$ cat src/hdl/sdcm_pkg.sv
// ----------------------------------------------------------------------------
// sdcm_pkg: shared types and constants of the concentric disc mapper
// Holds the arctangent table, the fixed scaling constants and the record
// that travels between the stages of the CORDIC chain.
// ----------------------------------------------------------------------------
package sdcm_pkg;

   localparam int unsigned ANGLE_WIDTH = 34;
   localparam int unsigned VEC_WIDTH   = 40;

   localparam logic [31:0] QUARTER_PI_Q30 = 32'h3243F6A8;
   localparam logic [31:0] INV_GAIN_Q30   = 32'h26DD3B6A;

   // One slot of the rotation chain
   typedef struct packed {
      logic                          valid;
      logic [1:0]                    quad;
      logic signed [VEC_WIDTH-1:0]   vec_x;
      logic signed [VEC_WIDTH-1:0]   vec_y;
      logic signed [ANGLE_WIDTH-1:0] angle;
   } stage_type;

   // atan(2^-i) in radians, 30 fractional bits
   function automatic logic [31:0] atan_entry(input logic [4:0] idx);
      logic [31:0] val;
      case (idx)
         5'd0:  val = 32'h3243F6A8;
         5'd1:  val = 32'h1DAC6705;
         5'd2:  val = 32'h0FADBAFC;
         5'd3:  val = 32'h07F56EA6;
         5'd4:  val = 32'h03FEAB76;
         5'd5:  val = 32'h01FFD55B;
         5'd6:  val = 32'h00FFFAAA;
         5'd7:  val = 32'h007FFF55;
         5'd8:  val = 32'h003FFFEA;
         5'd9:  val = 32'h001FFFFD;
         5'd10: val = 32'h000FFFFF;
         5'd11: val = 32'h0007FFFF;
         5'd12: val = 32'h0003FFFF;
         5'd13: val = 32'h0001FFFF;
         5'd14: val = 32'h0000FFFF;
         5'd15: val = 32'h00007FFF;
         5'd16: val = 32'h00003FFF;
         5'd17: val = 32'h00001FFF;
         5'd18: val = 32'h00000FFF;
         5'd19: val = 32'h000007FF;
         5'd20: val = 32'h000003FF;
         5'd21: val = 32'h000001FF;
         5'd22: val = 32'h000000FF;
         5'd23: val = 32'h0000007F;
         5'd24: val = 32'h0000003F;
         5'd25: val = 32'h0000001F;
         5'd26: val = 32'h0000000F;
         5'd27: val = 32'h00000008;
         5'd28: val = 32'h00000004;
         5'd29: val = 32'h00000002;
         default: val = 32'h00000001;
      endcase
      return val;
   endfunction

endpackage

$ cat src/hdl/sdcm_cordic_cell.sv
// ----------------------------------------------------------------------------
// sdcm_cordic_cell: one CORDIC rotation step
// Rotates the vector by atan(2^-STEP) toward the residual angle.
// ----------------------------------------------------------------------------
module sdcm_cordic_cell #(
   parameter int unsigned STEP = 0
) (
   input  logic                clock,
   input  sdcm_pkg::stage_type stage_in,
   output sdcm_pkg::stage_type stage_out
);

   sdcm_pkg::stage_type stage_ff;
   sdcm_pkg::stage_type stage_in_w;
   logic signed [sdcm_pkg::VEC_WIDTH-1:0]   dx;
   logic signed [sdcm_pkg::VEC_WIDTH-1:0]   dy;
   logic signed [sdcm_pkg::ANGLE_WIDTH-1:0] step_angle;

   assign dx = stage_in.vec_y >>> STEP;
   assign dy = stage_in.vec_x >>> STEP;
   assign step_angle = sdcm_pkg::ANGLE_WIDTH'(sdcm_pkg::atan_entry(5'(STEP)));

   // Rotate toward zero residual
   always_comb begin
      stage_in_w = stage_in;
      if (!stage_in.angle[sdcm_pkg::ANGLE_WIDTH-1]) begin
         stage_in_w.vec_x = stage_in.vec_x - dx;
         stage_in_w.vec_y = stage_in.vec_y + dy;
         stage_in_w.angle = stage_in.angle - step_angle;
      end else begin
         stage_in_w.vec_x = stage_in.vec_x + dx;
         stage_in_w.vec_y = stage_in.vec_y - dy;
         stage_in_w.angle = stage_in.angle + step_angle;
      end
   end

   always_ff @(posedge clock) begin
      stage_ff <= stage_in_w;
   end

   assign stage_out = stage_ff;

endmodule

$ cat config.mk
export PLATFORM = sky130hd
export DESIGN_NAME = sdcm_cordic_cell
export DESIGN_NICKNAME = d
export VERILOG_FILES = /design/src/hdl/sdcm_pkg.sv /design/src/hdl/sdcm_cordic_cell.sv
export SDC_FILE = /design/constraint.sdc
export NUM_CORES = 1
export LEC_CHECK = 0
export BUFFER_PORTS_ARGS = -buffer_cell sky130_fd_sc_hd__buf_2
export CAP_MARGIN = 10
export CELL_PAD_IN_SITES_DETAIL_PLACEMENT = 1
export CELL_PAD_IN_SITES_GLOBAL_PLACEMENT = 1
export CORE_ASPECT_RATIO = 0.9
export CORE_MARGIN = 2
export CORE_UTILIZATION = 41
export CTS_CLUSTER_SIZE = 25
export DETAILED_ROUTE_END_ITERATION = 10
export GPL_TIMING_DRIVEN = 0
export PLACE_DENSITY_LB_ADDON = 0.1
export SKIP_LAST_GASP = 1
export SYNTH_ARGS = -nofsm -noshare
export SYNTH_HDL_FRONTEND = slang
export SYNTH_SLANG_ARGS = --single-unit
export TNS_END_PERCENT = 30
$ cat constraint.sdc
create_clock -name clock -period 4.67 [get_ports clock]
set_input_delay 0.7005 -clock clock [delete_from_list [all_inputs] [get_ports clock]]
set_output_delay 0.7005 -clock clock [all_outputs]
set_load 0.03 [all_outputs]
# Word level (Yosys, flattened, before mapping)
# Cells that the tools add are included.
# W data, S select, Z words.
[op_classes]
addsub = 5
muxes = 1
[ops]
columns = ["op", "count"]
rows = [
  ["$mux W114", 1],
  ["$sub A40 B40 Y40", 2],
  ["$add A40 B40 Y40", 1],
  ["$add A34 B31 Y34 const B", 1],
  ["$sub A34 B31 Y34 const B", 1],
]
[totals]
reg_bits = 117
inputBits = 118
out_inout_bits = 117
elab_cells = 11

# Depth between registers and ports, before layout
[depth]
word_depth = 2
depth_mapped = 14
depth_no_buf = 12

# Worst setup path after synthesis
# Ideal clock, no wire load.
[synth_path]
kind = "input-to-reg"
from = "input stage_in[33] (netlist bit)"
to = "register stage_ff (netlist bit stage_out[33])"
setup_time_ps = 120
arrival_ps = 3777
required_ps = 4550
slack_ps = 773
path_stages = 13
path_buffers = 2
cell_sequence = "inv_1 -> clkbuf_1 -> buf_1 -> fa_1 -> a21o_1 -> a21oi_1 -> o21bai_1 -> a21oi_1 -> nand2b_1 -> a31o_2 -> o31ai_1 -> nand3_1 -> a211o_1"
[synth_rtl]
columns = ["element", "line", "text"]
rows = [
  ["start: declaration", "sdcm_cordic_cell.sv:9", "input sdcm_pkg::stage_type stage_in,"],
  ["end signal: assignment", "sdcm_cordic_cell.sv:38", "stage_ff <= stage_in_w;"],
  ["end: declaration", "sdcm_cordic_cell.sv:13", "sdcm_pkg::stage_type stage_ff;"],
]

==> results.md <==
- WS Path Type: input port to flop
- Final Hold Fails: 0
- Sw power: between 2 and 2.5 mW
- Stages on worst setup path: 14
- Max Clock Freq: approximately 230 MHz
- Type of element launching the critical path: input port
- Req. time, crit path: 5.04 ns
- Syn_area_per_cell: 7.52 sq um
- Final Critical Period: between 4 and 5 ns
- # diodes: 0
- Slowest stage delay, CP: just over 0.5 ns
- Worst slew pin tran: 1.18 ns
- Final setup vio count: 0
- # hold bufs at CTS: 0
- Register area share after synthesis: 21.2%
- Largest net degree at the start of global routing: 26
- Top cell type's share of synthesized area: between 20% and 30%
- GRT Overall Usage: 30.8%
- Main combinational cell family by area after synthesis: compound AO/OA/AOI/OAI gates
- Xor/xnor cell area share of the yosys netlist: under 10%
- P_int: 2.77 mW
- CP Cell Sequence: buf_2 > inv_1 > clkbuf_1 > clkbuf_4 > fa_1 > a21o_1 > a21oi_1 > o21bai_1 > a21oi_1 > nand2b_1 > a31o_2 > o31ai_4 > nor4bb_1 > a211o_1
- Number of flops mapped to enable cells by yosys: 0
- CTS Sinks: approximately 120
- Final worst path period share: between 90% and 100%
- Grt total ovfl: 0
- Max_slew headroom: between 20% and 30%
- Pleak: 6.24 nW
- Initial DRC Count: between 800 and 900
- Number of detailed-route iterations in the first pass: 5
- Async SR Flop Fraction: 0%
- DP Area: between 0.01 and 0.015 sq mm
- # DRC: 0
- Chip height: between 150 and 200 um
- Clock Tree Root: clkbuf_16
- Routed WL: between 40 and 50 mm
- Clk pwr share: a little under a third
- Filler cell count: around 3400
- Antenna-violating nets left: 0
- Post-layout nets: 1975
- Adder-cell share of the synthesized area: between 15 and 20%
- Sequential share of power: 26.2%
- Hold Path Class: input port to flop
- First-pass GRT wire length: 67.7 mm
- Synth area leaders: dfxtp_1 21%, ha_1 17%, a21oi_1 8.2%, xnor2_1 6.3%, o21ai_0 4.6%
- CTS H-tree depth: 4
- Critical Path Start: stage_in[33]
- Buf+Inv Stages, Crit Path: 4
- CTS clk-pin slew, worst paths: roughly 0.060 ns
- YS warnings: 0
- Per-cell routed wire length: around 21 um
- Max reg flops: 116
- Post-synthesis compound-gate area fraction: about 29%
- Post-Syn Instances: approximately 1500
- RSZ-0062 raised after global routing: false
- Via count: between 10000 and 15000
- PortBufs: approximately 230
- Commonest register cell after synthesis: dfxtp_1
- CTS buffer count: 17
- Area leader, netlist: dfxtp_1
- Layout cells sized above 1: approximately 16%
- Initial core utilization: between 40% and 50%
- CTS tree: yes
- Num rows: 56
- End of the critical path: stage_out[29]$_DFF_P_
- Slowest CP cell: fa_1
- Max cap viols: 0
- Vias in the first global route: approximately 12000
- Crit end category: flop
- Post-synthesis simple-gate area fraction: roughly 16%
- Syn Nets: 1722
- Power density over cell area: approximately 370 mW/mm^2
- CTS Buffer Depth: 2
- Crit-path leading delay family: compound AO/OA/AOI/OAI gates
- Yosys cell types: 73
- Via/cell ratio: around 5.7
- Portion of netlist area occupied by mux cells: approximately 2.0%
- Peak VDD IR: 215 uV
- Area growth syn-to-layout: 20.6%
- Cell mode on critical path: a21oi_1
- Die ar.: 0.0280 sq mm
- Core Area: between 0.02 and 0.03 sq mm
- Initial antenna violation count: 0
- Slew Viols, Final: 0
- Seq cells post-synth: 116
- Status: finished, final reports clean
- Combinational power share: a little over two fifths
- Synthesized cell area: 0.0109 sq mm
- Arrival @ worst endpoint: 4.64 ns
- GP Congestion: around 0.93
- Most common library cells after synthesis: 180 x a21oi_1, 146 x ha_1, 133 x inv_1, 133 x nor2_1, 116 x dfxtp_1
- Setup tns final: 0 ns
- Fin area: roughly 0.013 sq mm
- DP Wirelength: 34.8 mm
- IO Count: about 240
- Worst Path Max Fanout: 25
- Net Sw Frac: a little over two fifths
- Die Wd: between 150 and 200 um
- Post CTS Setup Buffer Count: 0
- Count leader, synth: a21oi_1
-- layer usage --
metal  up-vias  global-route usage (%)  part of all wire, %
li1       5645                       -                    -
met1      5725                    42.3                   46
met2       436                    49.3                   45
met3        74                    4.58                  6.4
met4         0                    10.1                  2.6
met5         -                       0                    0
-- metrics by stage --
step           setup slack [ns]  cells  hold slack, ns  util [%]  total power, mW
5_1_grt                   0.117   2068           0.350      50.5             5.05
3_5_place_dp             -0.602   2036           0.805      48.0             3.35
6_report                  0.406   2068           0.362      50.5             4.83
3_3_place_gp              -1.35   2036           0.803      48.0             3.32
4_1_cts                  0.0801   2068           0.346      50.4             4.83
2_1_floorplan             0.773   1454           0.728         -             2.68
-- cell type report --
| type | instances | area [sq um] | area share [%] |
|---|---|---|---|
| plain buffers | 57 | 221 | 1.68 |
| clock buffers | 18 | 429 | 3.25 |
| clock inverters | 14 | 203 | 1.54 |
| inverters | 137 | 514 | 3.90 |
| multi-input cells | 1144 | 7900 | 59.9 |
| flip-flops and latches | 116 | 2320 | 17.6 |
| well taps | 348 | 435 | 3.30 |
| repair buffers | 234 | 1170 | 8.88 |
-- power groups by stage --
stage | Combinational, mW | Sequential (mW) | Clock [mW]
finish | 2.11 | 1.27 | 1.45
global route | 2.25 | 1.29 | 1.51
CTS | 2.09 | 1.27 | 1.47
detailed placement | 2.06 | 1.29 | 0
global placement | 2.04 | 1.28 | 0
floorplan | 0.927 | 1.76 | 0
-- kinds of logic after synthesis --
logic type / after synthesis
AOI/OAI and AO/OA: 505
xor gates and xnor gates: 97
adders and majority gates: 150
buffers and inverters: 194
DFF: 116
muxes: 22
and+or+nand+nor: 370
-- cell usage in the layout (no fill, tap or decap), drive strengths merged, types with 18 or more instances in the layout --
cell | netlist | routed
o31ai | 19 | 19
nor2 | 133 | 133
a21o | 41 | 41
dfxtp | 116 | 116
buf | 16 | 249
xor2 | 18 | 18
a21oi | 180 | 180
clkbuf | 41 | 60
inv | 133 | 136
nand2 | 84 | 84
ha | 146 | 146
nand4 | 19 | 19
o21ai | 102 | 102
a211oi | 23 | 23
nand3 | 22 | 22
nand2b | 21 | 21
xnor2 | 79 | 79
mux2i | 22 | 22
nor3 | 32 | 32
o21bai | 34 | 34
-- how the worst min path moves through the flow --
stage	start	to	slack, ns	cells past startpoint
global placement	stage_in[115]	stage_out[115]$_DFF_P_	0.80	1
detailed placement	stage_in[115]	stage_out[115]$_DFF_P_	0.80	1
global route	stage_in[2]	stage_out[2]$_DFF_P_	0.35	1
floorplan	stage_in[0]	stage_out[0]$_DFF_P_	0.73	0
finish	stage_in[115]	stage_out[115]$_DFF_P_	0.36	1
CTS	stage_in[115]	stage_out[115]$_DFF_P_	0.35	1
-- timing repair --
action | 4_1_cts | 5_1_grt
setup endpoints to repair | 5 | 4
endpoints found under the hold margin | 0 | 0
resized for setup | 1 | 2
Power figures use the tool's default switching activity.
