### src/hdl/sdcm_divider_cell.sv
// ----------------------------------------------------------------------------
// sdcm_divider_cell: one restoring divide step
// Takes one quotient bit per cycle and hands the partial remainder on.
// ----------------------------------------------------------------------------
module sdcm_divider_cell #(
   parameter int unsigned NUM_WIDTH = 17,
   parameter int unsigned QUO_WIDTH = 17
) (
   input  logic                 clock,
   input  logic [NUM_WIDTH:0]   rem_in,
   input  logic [NUM_WIDTH-1:0] den_in,
   input  logic [QUO_WIDTH-1:0] quo_in,
   output logic [NUM_WIDTH:0]   rem_out,
   output logic [NUM_WIDTH-1:0] den_out,
   output logic [QUO_WIDTH-1:0] quo_out
);

   logic [NUM_WIDTH:0]   rem_ff;
   logic [NUM_WIDTH-1:0] den_ff;
   logic [QUO_WIDTH-1:0] quo_ff;
   logic [NUM_WIDTH:0]   rem_in_w;
   logic [QUO_WIDTH-1:0] quo_in_w;

   // Subtract when the divisor fits
   always_comb begin
      if (rem_in >= {1'b0, den_in}) begin
         rem_in_w = rem_in - {1'b0, den_in};
         quo_in_w = {quo_in[QUO_WIDTH-2:0], 1'b1};
      end else begin
         rem_in_w = rem_in;
         quo_in_w = {quo_in[QUO_WIDTH-2:0], 1'b0};
      end
   end

   always_ff @(posedge clock) begin
      rem_ff <= rem_in_w;
      den_ff <= den_in;
      quo_ff <= quo_in_w;
   end

   assign rem_out = rem_ff;
   assign den_out = den_ff;
   assign quo_out = quo_ff;

endmodule

### config.mk
export PLATFORM = sky130hd
export DESIGN_NAME = sdcm_divider_cell
export DESIGN_NICKNAME = d
export VERILOG_FILES = /design/src/hdl/sdcm_divider_cell.sv
export SDC_FILE = /design/constraint.sdc
export NUM_CORES = 1
export LEC_CHECK = 0
export ABC_AREA = 1
export BUFFER_PORTS_ARGS = -buffer_cell sky130_fd_sc_hd__buf_2
export CORE_MARGIN = 4
export CORE_UTILIZATION = 40
export CTS_CLUSTER_DIAMETER = 50
export DETAILED_ROUTE_END_ITERATION = 8
export PLACE_DENSITY = 0.68
export SYNTH_ARGS = -nofsm -noshare
export SYNTH_HDL_FRONTEND = slang
export SYNTH_SLANG_ARGS = --single-unit
### constraint.sdc
create_clock -name clock -period 3.31 [get_ports clock]
set_input_delay 0.1655 -clock clock [delete_from_list [all_inputs] [get_ports clock]]
set_output_delay 0.1655 -clock clock [all_outputs]
set_load 0.02 [all_outputs]
## Word level (Yosys, flattened, before mapping)

Index checks and enable logic that the tools add are counted.

| storage, ports and cells | value |
|---|---|
| bits in registers | 52 |
| bits of input ports | 53 |
| output and inout port bits | 52 |
| logic and storage cells | 7 |

| operators by class | value |
|---|---|
| $add $sub $neg | 1 |
| magnitude comparators | 1 |
| muxes and demuxes | 2 |

Operators by type and width:

| kind | count |
|---|---|
| >= comparator 18 x 17 -> 1 bit | 1 |
| two-way mux 18 bit | 1 |
| subtractor 18 x 17 -> 18 bit | 1 |
| two-way mux 1 bit | 1 |

## Longest topological paths before layout

Gate-level depths: netlist of run 1.

| depth | value |
|---|---|
| word-level depth | 2 |
| depth in mapped cells | 14 |
| mapped depth without buffers | 14 |

## Least setup slack after synthesis of run 1

OpenSTA, ideal clock, no wires.

| path | value |
|---|---|
| kind | input to register |
| start | input rem_in[0] |
| end | register rem_ff[16], in the netlist rem_out[16] |
| setup time | 0.111 ns |
| arrival time | 1.452 ns |
| path slack | 1.747 ns |
| stages on the path | 14 |
| path buffers | 0 |
| cell sequence | inv_1 -> ha_1 -> inv_1 -> fa_1 -> nand2_1 -> nand3_1 -> nand3_1 -> nand2_1 -> nand2_1 -> nand2_1 -> nand2_1 -> nand2_1 -> nand2_1 -> nand2_2 |

| between the ends | value |
|---|---|
| longest elaborated chain between the ends | 2 |

Ends and longest elaborated chain:

| element | RTL line | text |
|---|---|---|
| start: declaration | 10 | `input logic [NUM_WIDTH:0] rem_in,` |
| subtractor 18 x 17 -> 18 bit or >= comparator 18 x 17 -> 1 bit (tied branches) | 27, 26 |  |
| two-way mux 18 bit * | 26 | `if (rem_in >= {1'b0, den_in}) begin` |
| via rem_in_w[16] | 21 | `logic [NUM_WIDTH:0] rem_in_w;` |
| end signal: assignment | 36 | `rem_ff <= rem_in_w;` |
| end: declaration | 18 | `logic [NUM_WIDTH:0] rem_ff;` |

Mark *: on every way through the listed nets, which the timed path passes. The rest lies on a longest branch.

## Final worst setup path of run 1

| path | value |
|---|---|
| start | input den_in[9] |
| end | register rem_ff[0], in the netlist rem_out[0] |

| between the ends | value |
|---|---|
| longest elaborated chain between the ends | 2 |

Ends and longest elaborated chain:

| element | RTL line | text |
|---|---|---|
| start: declaration | 11 | `input logic [NUM_WIDTH-1:0] den_in,` |
| >= comparator 18 x 17 -> 1 bit | 26 |  |
| two-way mux 18 bit | 26 |  |
| via rem_in_w[0] | 21 |  |

The timed path passes the listed nets, and every way through them passes these cells.

==> results.md, run 1 <==
* Worst Setup Start Kind: input port
* Tcrit/Tclk final at 0.668
* RD Place Congestion at about 0.81
* Reg clk slew, reported paths at ~0.1 ns
* Internal at 1.03 mW
* Power share of the clock group at 0.230
* Root buffer cell: clkbuf_8
* Placed cell count at 557
* Top Ports at 105
* Slew Limit Headroom at 0.601
* Std-Cell Rows at 29
* Layout area overhead at 37.5%
* Post-synthesis cell type count at 26
* Syn. warnings at 0
* Net Count, Synth at 450
* Peak Freq at 452 MHz
* DIE WIDTH at 89.6 um
* Final WL at 6520 um
* Bufs on Longest Clock Path at 2
* Crit path max-delay family: simple AND/OR/NAND/NOR gates
* Grt ovf at 0
* Post-DR wirelength/cell at 10.9 um
* Final Total Pwr at 1.56 mW
* Final hold vios at 0
* Final Util at 0.571
* Psw at 0.525 mW
* Critical-path top delay cell: dlygate4sd3_1
* RSZ-0062 raised after global routing: false
* Vias per cell at 4.35
* Avg Cell Area, Syn at 7.04 um2
* 1st-iter DRT viols at slightly below 60
* DP HPWL at 5090 um
* Initial antenna violation count at 0
* Hold Path Sink: rem_out[4]
* TNS Setup at 0 ns
* Ant. Diodes at 0
* DRC violations left at 0
* Worst vdd ir at 0.173 mV
* Largest net degree at the start of global routing at 19
* Min cycle time layout at about 2.2 ns
* WP buf/inv at 5
* Seq pwr share at 0.450
* First-pass GRT wire length at 10600 um
* Hold Path Origin: rem_in[4]
* Share of the yosys chip area belonging to registers at 0.390
* Delay of the slowest critical-path stage at 0.53 ns
* Die H at 89.6 um
* Switching portion of total power at 0.337
* CTS Buf Count at 5
* Initial Utilization at 0.415
* Worst Setup Path Type: input port to flop
* Static leakage power at 2.18 nW
* HP Class: input port to flop
* #FFs+latches synth at between 50 and 60
* Fill cell count at 635
* Post-Layout Cell Count at 598
* Nets at 591
* Core ar. at 6420 um2
* I/O Buffers at ~100
* Status: complete, no violations
* Routed via count at roughly 2600
* Most frequent CP cell: nand2_1
* Cell count after synthesis at 379
* Slew Limit Fails at 0
* Slew @ Worst Pin at 0.598 ns
* Share of cells above drive strength 1 at 0.288
* Min-Delay Path Depth at 3
* Post-route ant nets at 0
* DR pass1 iterations at 4
* CTS sink cnt at 52
* CP Data Arrival Time at around 2.5 ns
* GRT Resource Usage Total at 0.169
* Max cap viols at 0
* # resized after CTS at 0
* Vias in the first global route at between 2000 and 2500
* Power share of the combinational group at 0.320
* CTS H-tree lvls at 2
* Setup crit end kind: flop
* Worst path cell trace: dlygate4sd3_1 > buf_2 > inv_1 > ha_1 > nand2_1 > nand2_1 > inv_1 > nand2_2 > clkinv_2 > nand2_1 > nand2_2 > nand3_2 > nor2_4 > nand2_1 > nand2_1
* Post-Syn Area at 2670 um2
* Power per standard cell area at 425 nW/um2
* Setup violators final at 0
* TritonCTS clock tree: yes
* WP data required at about 3.6 ns
* Die area at ~8000 um2
* Largest fanout on the critical path at 18
## worst min-delay path, stage by stage
cell and delay, ns:
buf_2 0.09, nand2_1 0.05, nand2_1 0.05
## sequential cells by signal, indices dropped and copies added (netlist names)
register	count
quo_out	17
den_out	17
rem_out	18
## stage by stage
step | hold slack (ns) | instance area (um2) | worst slack, ns
6_report | 0.0650 | 3670 | 1.10
5_1_grt | 0.0626 | 3670 | 0.875
4_1_cts | 0.0528 | 3670 | 1.06
3_5_place_dp | 0.270 | 3250 | 1.28
3_3_place_gp | 0.268 | 3250 | 1.31
2_1_floorplan | 0.193 | 2670 | 1.75
## worst max-delay path by stage
stage | startpoint | to | slack, ns | depth (start not counted)
after floorplan | rem_in[0] | rem_out[16] | 1.75 | 14
after global placement | rem_in[0] | rem_out[2] | 1.31 | 10
after detailed placement | rem_in[9] | rem_out[3] | 1.28 | 13
after CTS | den_in[9] | rem_out[0] | 1.06 | 15
after global routing | den_in[9] | rem_out[2] | 0.87 | 15
final | den_in[9] | rem_out[0] | 1.10 | 15
## routing by layer
| layer | share of wire | vias up | global-route usage |
|---|---|---|---|
| li1 | - | 1395 | - |
| met1 | 0.46 | 1132 | 0.213 |
| met2 | 0.46 | 68 | 0.299 |
| met3 | 0.059 | 6 | 0.0310 |
| met4 | 0.011 | 0 | 0.0406 |
| met5 | 0 | - | 0 |
## final cells by class
type                       instances  area [um2]  area share
clock buffer                       6        72.6      0.0198
clock inverter                     2        16.3     0.00444
inverter                          78         294      0.0802
multi-input combinational        247        1300       0.355
sequential                        52        1040       0.284
tap                               77        96.3      0.0263
timing repair buffer             136         846       0.231
## synth_stat cells, drive strengths merged
master	instances	area (um2)
buf	2	31.3
or2	1	6.26
xnor2	1	8.76
xor2	6	52.6
dfxtp	52	1040
nand4	4	52.6
nand2	173	709
fa	1	20.0
ha	17	213
nand3	16	85.1
clkinv	2	8.75
a21oi	10	65.1
nor3	2	10.0
nor2	16	77.6
inv	76	285
## timing repair
action / in CTS / in global routing
buffers inserted: 0 / 0
endpoints found under the hold margin: 33 / 0
hold buffers: 33 / 0
## layout by cell type (no fill, tap or decap), types with 5 or more instances in the layout
cell           Yosys  routed
a21oi_1            8       8
buf_2              0     103
clkbuf_8           0       5
dfxtp_1           52      52
dlygate4sd3_1      0      33
ha_1              17      17
inv_1             71      71
inv_2              5       5
nand2_1          149     149
nand2_2           24      24
nand3_1           15      15
nor2_1            13      13
xor2_1             6       6
## cell families after synthesis
kind of cell / synth area share
xor+xnor: 0.0230
fa+ha+maj: 0.0873
buf+inv: 0.122
compound gates: 0.0244
flops: 0.390
simple gates: 0.353
## power groups by stage
stage                     Combinational [mW]  Clock [mW]  Sequential (mW)
after floorplan                        0.242           0            0.804
after global placement                 0.468           0            0.715
after detailed placement               0.473           0            0.717
after CTS                              0.504       0.379            0.702
after global routing                   0.565       0.402            0.709
final                                  0.498       0.357            0.701
(Power assumes the default switching activity.)
==> run 2: changes to the inputs <==
- clock period: 3.31 -> 2.1 ns (I/O delays scaled with it)
==> run 2 against run 1 <==
Against the previous run:
- combinational power grew 62%
- clock power grew 120%
- clock-buffer cell count shrank 1
- non-clock buffer count grew 4
- sequential share of layout area shrank 0.72 points
- utilization grew 1.5 points
- sequential power grew 58%
- wire length grew 2.0%
- first-iteration DRC count grew 29%
- critical path type unchanged
==> results.md, run 2 (synthesis gave the netlist of run 1 again) <==
* Status: complete, no violations
* Worst Setup Start Kind: input port
* Std-Cell Rows at 29
* Root buffer cell: clkbuf_8
* Share of cells above drive strength 1 at 0.300
* Reg clk slew, reported paths at 0.09 ns
* Final WL at between 6000 and 7000 um
* Flip-flop and latch area at 1040 um2
* Static leakage power at 2.22 nW
* DRC violations left at 0
* TNS Setup at 0 ns
* Setup crit end kind: flop
* Nets at about 600
* Largest fanout on the critical path at 9
* Min cycle time layout at 1.94 ns
* Die H at 89.6 um
* CTS Buf Count at 5
* Setup violators final at 0
* Ant. Diodes at 0
* Grt ovf at 0
* GRT Resource Usage Total at 0.169
* Slew Limit Fails at 0
* Fill cell count at 622
* Slew Limit Headroom at 0.811
* RD Place Congestion at 0.825
* Commonest non-fill, non-tap cell in the layout: nand2_1
* Peak Freq at 516 MHz
* Slew @ Worst Pin at 0.284 ns
* Layout area overhead at 41.1%
* Power per standard cell area at 717 nW/um2
* DIE WIDTH at 89.6 um
* Top Ports at 105
* WP data required at around 2.3 ns
* I/O Buffers at 103
* Core ar. at 6420 um2
* Vias per cell at between 4 and 5
* Final hold vios at 0
* Post-DR wirelength/cell at 11.1 um
* CTS H-tree lvls at 2
* HP Class: input port to flop
* Multi-input gate area at 1310 um2
* Max cap viols at 0
* Max FFs per register at 18
* Final Util at 0.586
* CTS sink cnt at 52
* Worst vdd ir at 0.301 mV
* DR pass1 iterations at 4
* RSZ-0062 raised after global routing: false
* Die area at between 8000 and 9000 um2
* Post-route ant nets at 0
* Routed via count at around 2600
* TritonCTS clock tree: yes
* Bufs on Longest Clock Path at 2
* Tcrit/Tclk final at 0.923
* CP Data Arrival Time at between 2 and 2.5 ns
* First-pass GRT wire length at approximately 11000 um
* Vias in the first global route at ~2500
* DP HPWL at 5210 um
* Initial Utilization at 0.415
* Initial antenna violation count at 0
* Worst Setup Path Type: input port to flop
* Largest net degree at the start of global routing at 19
* Most frequent cells in the layout: 148 x nand2_1, 103 x buf_2, 71 x inv_1
* 1st-iter DRT viols at 75
-- run 2: power by group --
| part | internal, mW | switching [mW] |
|---|---|---|
| registers | 1.09 | 0.0205 |
| logic | 0.316 | 0.492 |
| clock network | 0.469 | 0.313 |
| total | 1.87 | 0.825 |
-- run 2: timing repair --
item | 4_1_cts | 5_1_grt
hold buffers | 34 | 0
buffers inserted | 0 | 1
resized for setup | 0 | 4
setup endpoints to repair | 0 | 17
endpoints found under the hold margin | 34 | 0
-- run 2: metal layers --
layer | track usage | wire length, um | part of all wire | vias up
li1 | - | - | - | 1410
met1 | 0.213 | 3130 | 0.47 | 1098
met2 | 0.303 | 3120 | 0.47 | 71
met3 | 0.0246 | 365 | 0.055 | 2
met4 | 0.0406 | 40 | 0.0060 | 0
met5 | 0 | 0 | 0 | -
-- run 2: layout make-up --
type,count,share of cell area
clock inverters,2,0.0160
inverters,78,0.0782
multi-input cells,247,0.348
flip-flops and latches,52,0.277
clock buffers,5,0.0183
well taps,77,0.0256
repair buffers,140,0.237
-- run 2: worst paths after layout --
kind	start	end	slack, ns	cells past startpoint
setup / recovery	den_in[9]	rem_out[4]	0.16	14
hold / removal	rem_in[5]	rem_out[5]	0.01	3
-- run 2: worst max-delay path: stages --
cell and delay [ns]:
dlygate4sd3_1 0.52, buf_2 0.10, inv_1 0.04, ha_1 0.36, nand2_2 0.11, inv_2 0.07, nand2_1 0.09, nor2_2 0.17
nand4_2 0.13, clkinv_1 0.10, nor2_4 0.04, buf_4 0.18, nand2_1 0.07, nand2_1 0.05
-- run 2: through the flow --
stage                     power [mW]  instances  hold slack, ns  setup WS (ns)  area, um2
final                           2.70        601          0.0101          0.161       3760
after global routing            2.87        601          0.0136         0.0120       3760
after CTS                       2.73        600        0.000565         0.0646       3730
after detailed placement        1.88        559           0.209          0.213       3260
after global placement          1.87        559           0.207          0.251       3260
after floorplan                 1.65        379           0.133          0.598       2670
==> run 3: changes to the inputs <==
- ABC_AREA: 1 -> unset
- PLACE_DENSITY: 0.68 -> 0.7
==> run 3 against run 2 <==
Against the previous run:
- global-route usage up 0.15 points
- clock-buffer cell count did not move
- worst hold slack improved by 0.022 ns
- utilization is 8.0 points higher
- synthesized cell count fell by 38%
- via count is 15% lower
- critical endpoint is now rem_out[16]
- largest power group unchanged
==> results.md, run 3 <==
* Fin worst setup slack at 0.0712 ns
* Vias per cell at 4.64
* Slew Limit Fails at 0
* Commonest non-fill, non-tap cell in the layout: buf_2
* Max cap viols at 0
* Core ar. at 5240 um2
* Area share of the largest cell type after synthesis at 0.467
* Largest net degree at the start of global routing at 16
* WP data required at 2.29 ns
* Post-synthesis cell type count at 42
* Post-Layout Cell Count at 475
* Initial antenna violation count at 0
* Avg Cell Area, Syn at between 9 and 10 um2
* First-pass GRT wire length at 9070 um
* Post-Syn Area at 2230 um2
* Hold WS at approximately 0.032 ns
* Net Count, Synth at just over 300
* GRT Resource Usage Total at 0.171
* RD Place Congestion at 0.825
* Bufs on Longest Clock Path at 2
* Min-Delay Path Depth at 2
* Setup crit end kind: flop
* Commonest cells post-synth: 52 x dfxtp_1, 30 x a21oi_1, 25 x inv_1, 21 x nor2_1, 17 x ha_1
* Layout area overhead at 56.6%
* Die area at approximately 6800 um2
* I/O Buffers at 103
* Share of the yosys chip area belonging to registers at 0.467
* DP Area at 3080 um2
* Slew Limit Headroom at 0.672
* Cell with the most instances after synthesis: dfxtp_1
* CTS sink cnt at 52
* Cell count after synthesis at 234
* Worst Setup Path Type: input port to flop
* Final Total Pwr at 2.56 mW
* Worst vdd ir at 0.378 mV
* 1st-iter DRT viols at 52
* Psw at 0.809 mW
* Grt ovf at 0
* Ys async rst share at 0
* # resized after CTS at 0
* HP Class: input port to flop
* Setup violators final at 0
* Hold Path Origin: rem_in[17]
* DP HPWL at 4390 um
* RSZ-0062 raised after global routing: false
* DIE WIDTH at 82.6 um
* Syn. warnings at 0
* Max FFs per register at 18
* Worst slack, placed at -0.251 ns
* TritonCTS clock tree: yes
* Nets at between 400 and 500
* Final Cell Area at 3490 um2
* CP Data Arrival Time at roughly 2.2 ns
* Std-Cell Rows at 26
* DRC violations left at 0
* Root buffer cell: clkbuf_8
* DR pass1 iterations at 4
* Status: complete, no violations
* #FFs+latches synth at 52
* Min cycle time layout at 2.03 ns
* Tcrit/Tclk final at 0.966
* Switching portion of total power at 0.317
* Worst Setup SP: rem_in[0]
* Peak Freq at 493 MHz
* Largest cells by area after synthesis: dfxtp_1 47%, ha_1 9.6%, a21oi_1 6.7%, inv_1 4.2%, xnor2_1 3.9%
* Power share of the combinational group at 0.353
* Initial Utilization at 0.425
* Vias in the first global route at 2080
* Hold Path Sink: rem_out[17]
* Ant. Diodes at 0
* Most frequent cells in the layout: 103 x buf_2, 52 x dfxtp_1, 35 x buf_4
* Top Ports at 105
* Routed via count at between 2000 and 2500
* CTS Buf Count at 5
* Top FF cell, synth: dfxtp_1
* Cell accounting for the most synthesized area: dfxtp_1
* Die H at 82.6 um
* Final hold vios at 0
* Largest fanout on the critical path at 3
* Share of cells above drive strength 1 at 0.393
* Post-DR wirelength/cell at 12.0 um
* Seq pwr share at 0.442
* Power share of the clock group at 0.206
* Post-synth EDFFs at 0
* Final WL at 5710 um
* Slew @ Worst Pin at 0.491 ns
* Placed cell count at ~440
* Power per standard cell area at 733 nW/um2
* Static leakage power at around 1.7 nW
* Internal at 1.75 mW
* CTS H-tree lvls at 2
* Worst Setup Start Kind: input port
* Reg clk slew, reported paths at 0.09 ns
* Post-route ant nets at 0
run 3: cell types whose count changed after synthesis, moves of 7 or more:
cell	before	now
inv_1	71	25
a21oi_1	8	30
o21ai_0	0	7
nand2_1	149	12
nand3_1	15	6
xnor2_1	1	10
nor2_1	13	21
nand2_2	24	0
run 3: worst max-delay path by stage:
stage | endpoint | slack, ns | depth (start not counted)
2_1_floorplan | rem_out[16] | 0.003 | 10
3_3_place_gp | rem_out[16] | -0.22 | 11
3_5_place_dp | rem_out[16] | -0.25 | 11
4_1_cts | rem_out[16] | 0.08 | 11
5_1_grt | rem_out[17] | 0.002 | 9
6_report | rem_out[16] | 0.07 | 11
run 3: metal layers:
layer | GRT usage | up-vias | routed length, um | share of wire
li1 | - | 1143 | - | -
met1 | 0.206 | 987 | 2390 | 0.42
met3 | 0.0390 | 4 | 490 | 0.086
met5 | 0 | - | 0 | 0
met4 | 0.0490 | 0 | 47 | 0.0082
met2 | 0.302 | 71 | 2780 | 0.49
run 3: logic make-up (layout without fill, tap and decap cells):
group,Yosys count,in the layout,share of synthesized area
fa+ha+maj,18,18,0.104
simple gates,53,53,0.110
compound gates,61,61,0.177
buf+inv,33,204,0.0669
xor+xnor,13,13,0.0511
mux,4,4,0.0236
flops,52,52,0.467
run 3: timing repair:
action / 4_1_cts / 5_1_grt
endpoints found under the hold margin: 33 / 0
setup buffers: 0 / 0
setup endpoints to repair: 0 / 0
hold buffers: 33 / 0
run 3: through the flow:
| step | utilization | setup TNS (ns) |
|---|---|---|
| after floorplan | - | 0 |
| after global placement | 0.587 | -1.34 |
| after detailed placement | 0.587 | -2.18 |
| after CTS | 0.666 | 0 |
| after global routing | 0.666 | 0 |
| final | 0.666 | 0 |
run 3: power groups by stage:
stage / logic, mW / clock network (mW) / registers (mW)
2_1_floorplan: 0.361 / 0 / 1.31
3_3_place_gp: 0.846 / 0 / 1.15
3_5_place_dp: 0.854 / 0 / 1.15
4_1_cts: 0.904 / 0.557 / 1.13
5_1_grt: 0.984 / 0.583 / 1.14
6_report: 0.901 / 0.526 / 1.13
run 3: final cells by class:
type,count,area [um2]
multi-input cells,149,1050
well taps,70,87.6
flip-flops and latches,52,1040
repair buffers,172,1130
fillers,466,1750
inverters,25,96.3
clock inverters,2,12.5
clock buffers,5,68.8
run 3: worst max-delay path, cell delays in order:
cell      delay [ns]
buf_2           0.12
inv_4           0.05
ha_4            0.12
inv_2           0.04
fa_2            0.38
a21o_1          0.20
a221o_1         0.39
a21oi_1         0.34
o31a_1          0.17
a211oi_1        0.04
mux2_4          0.27
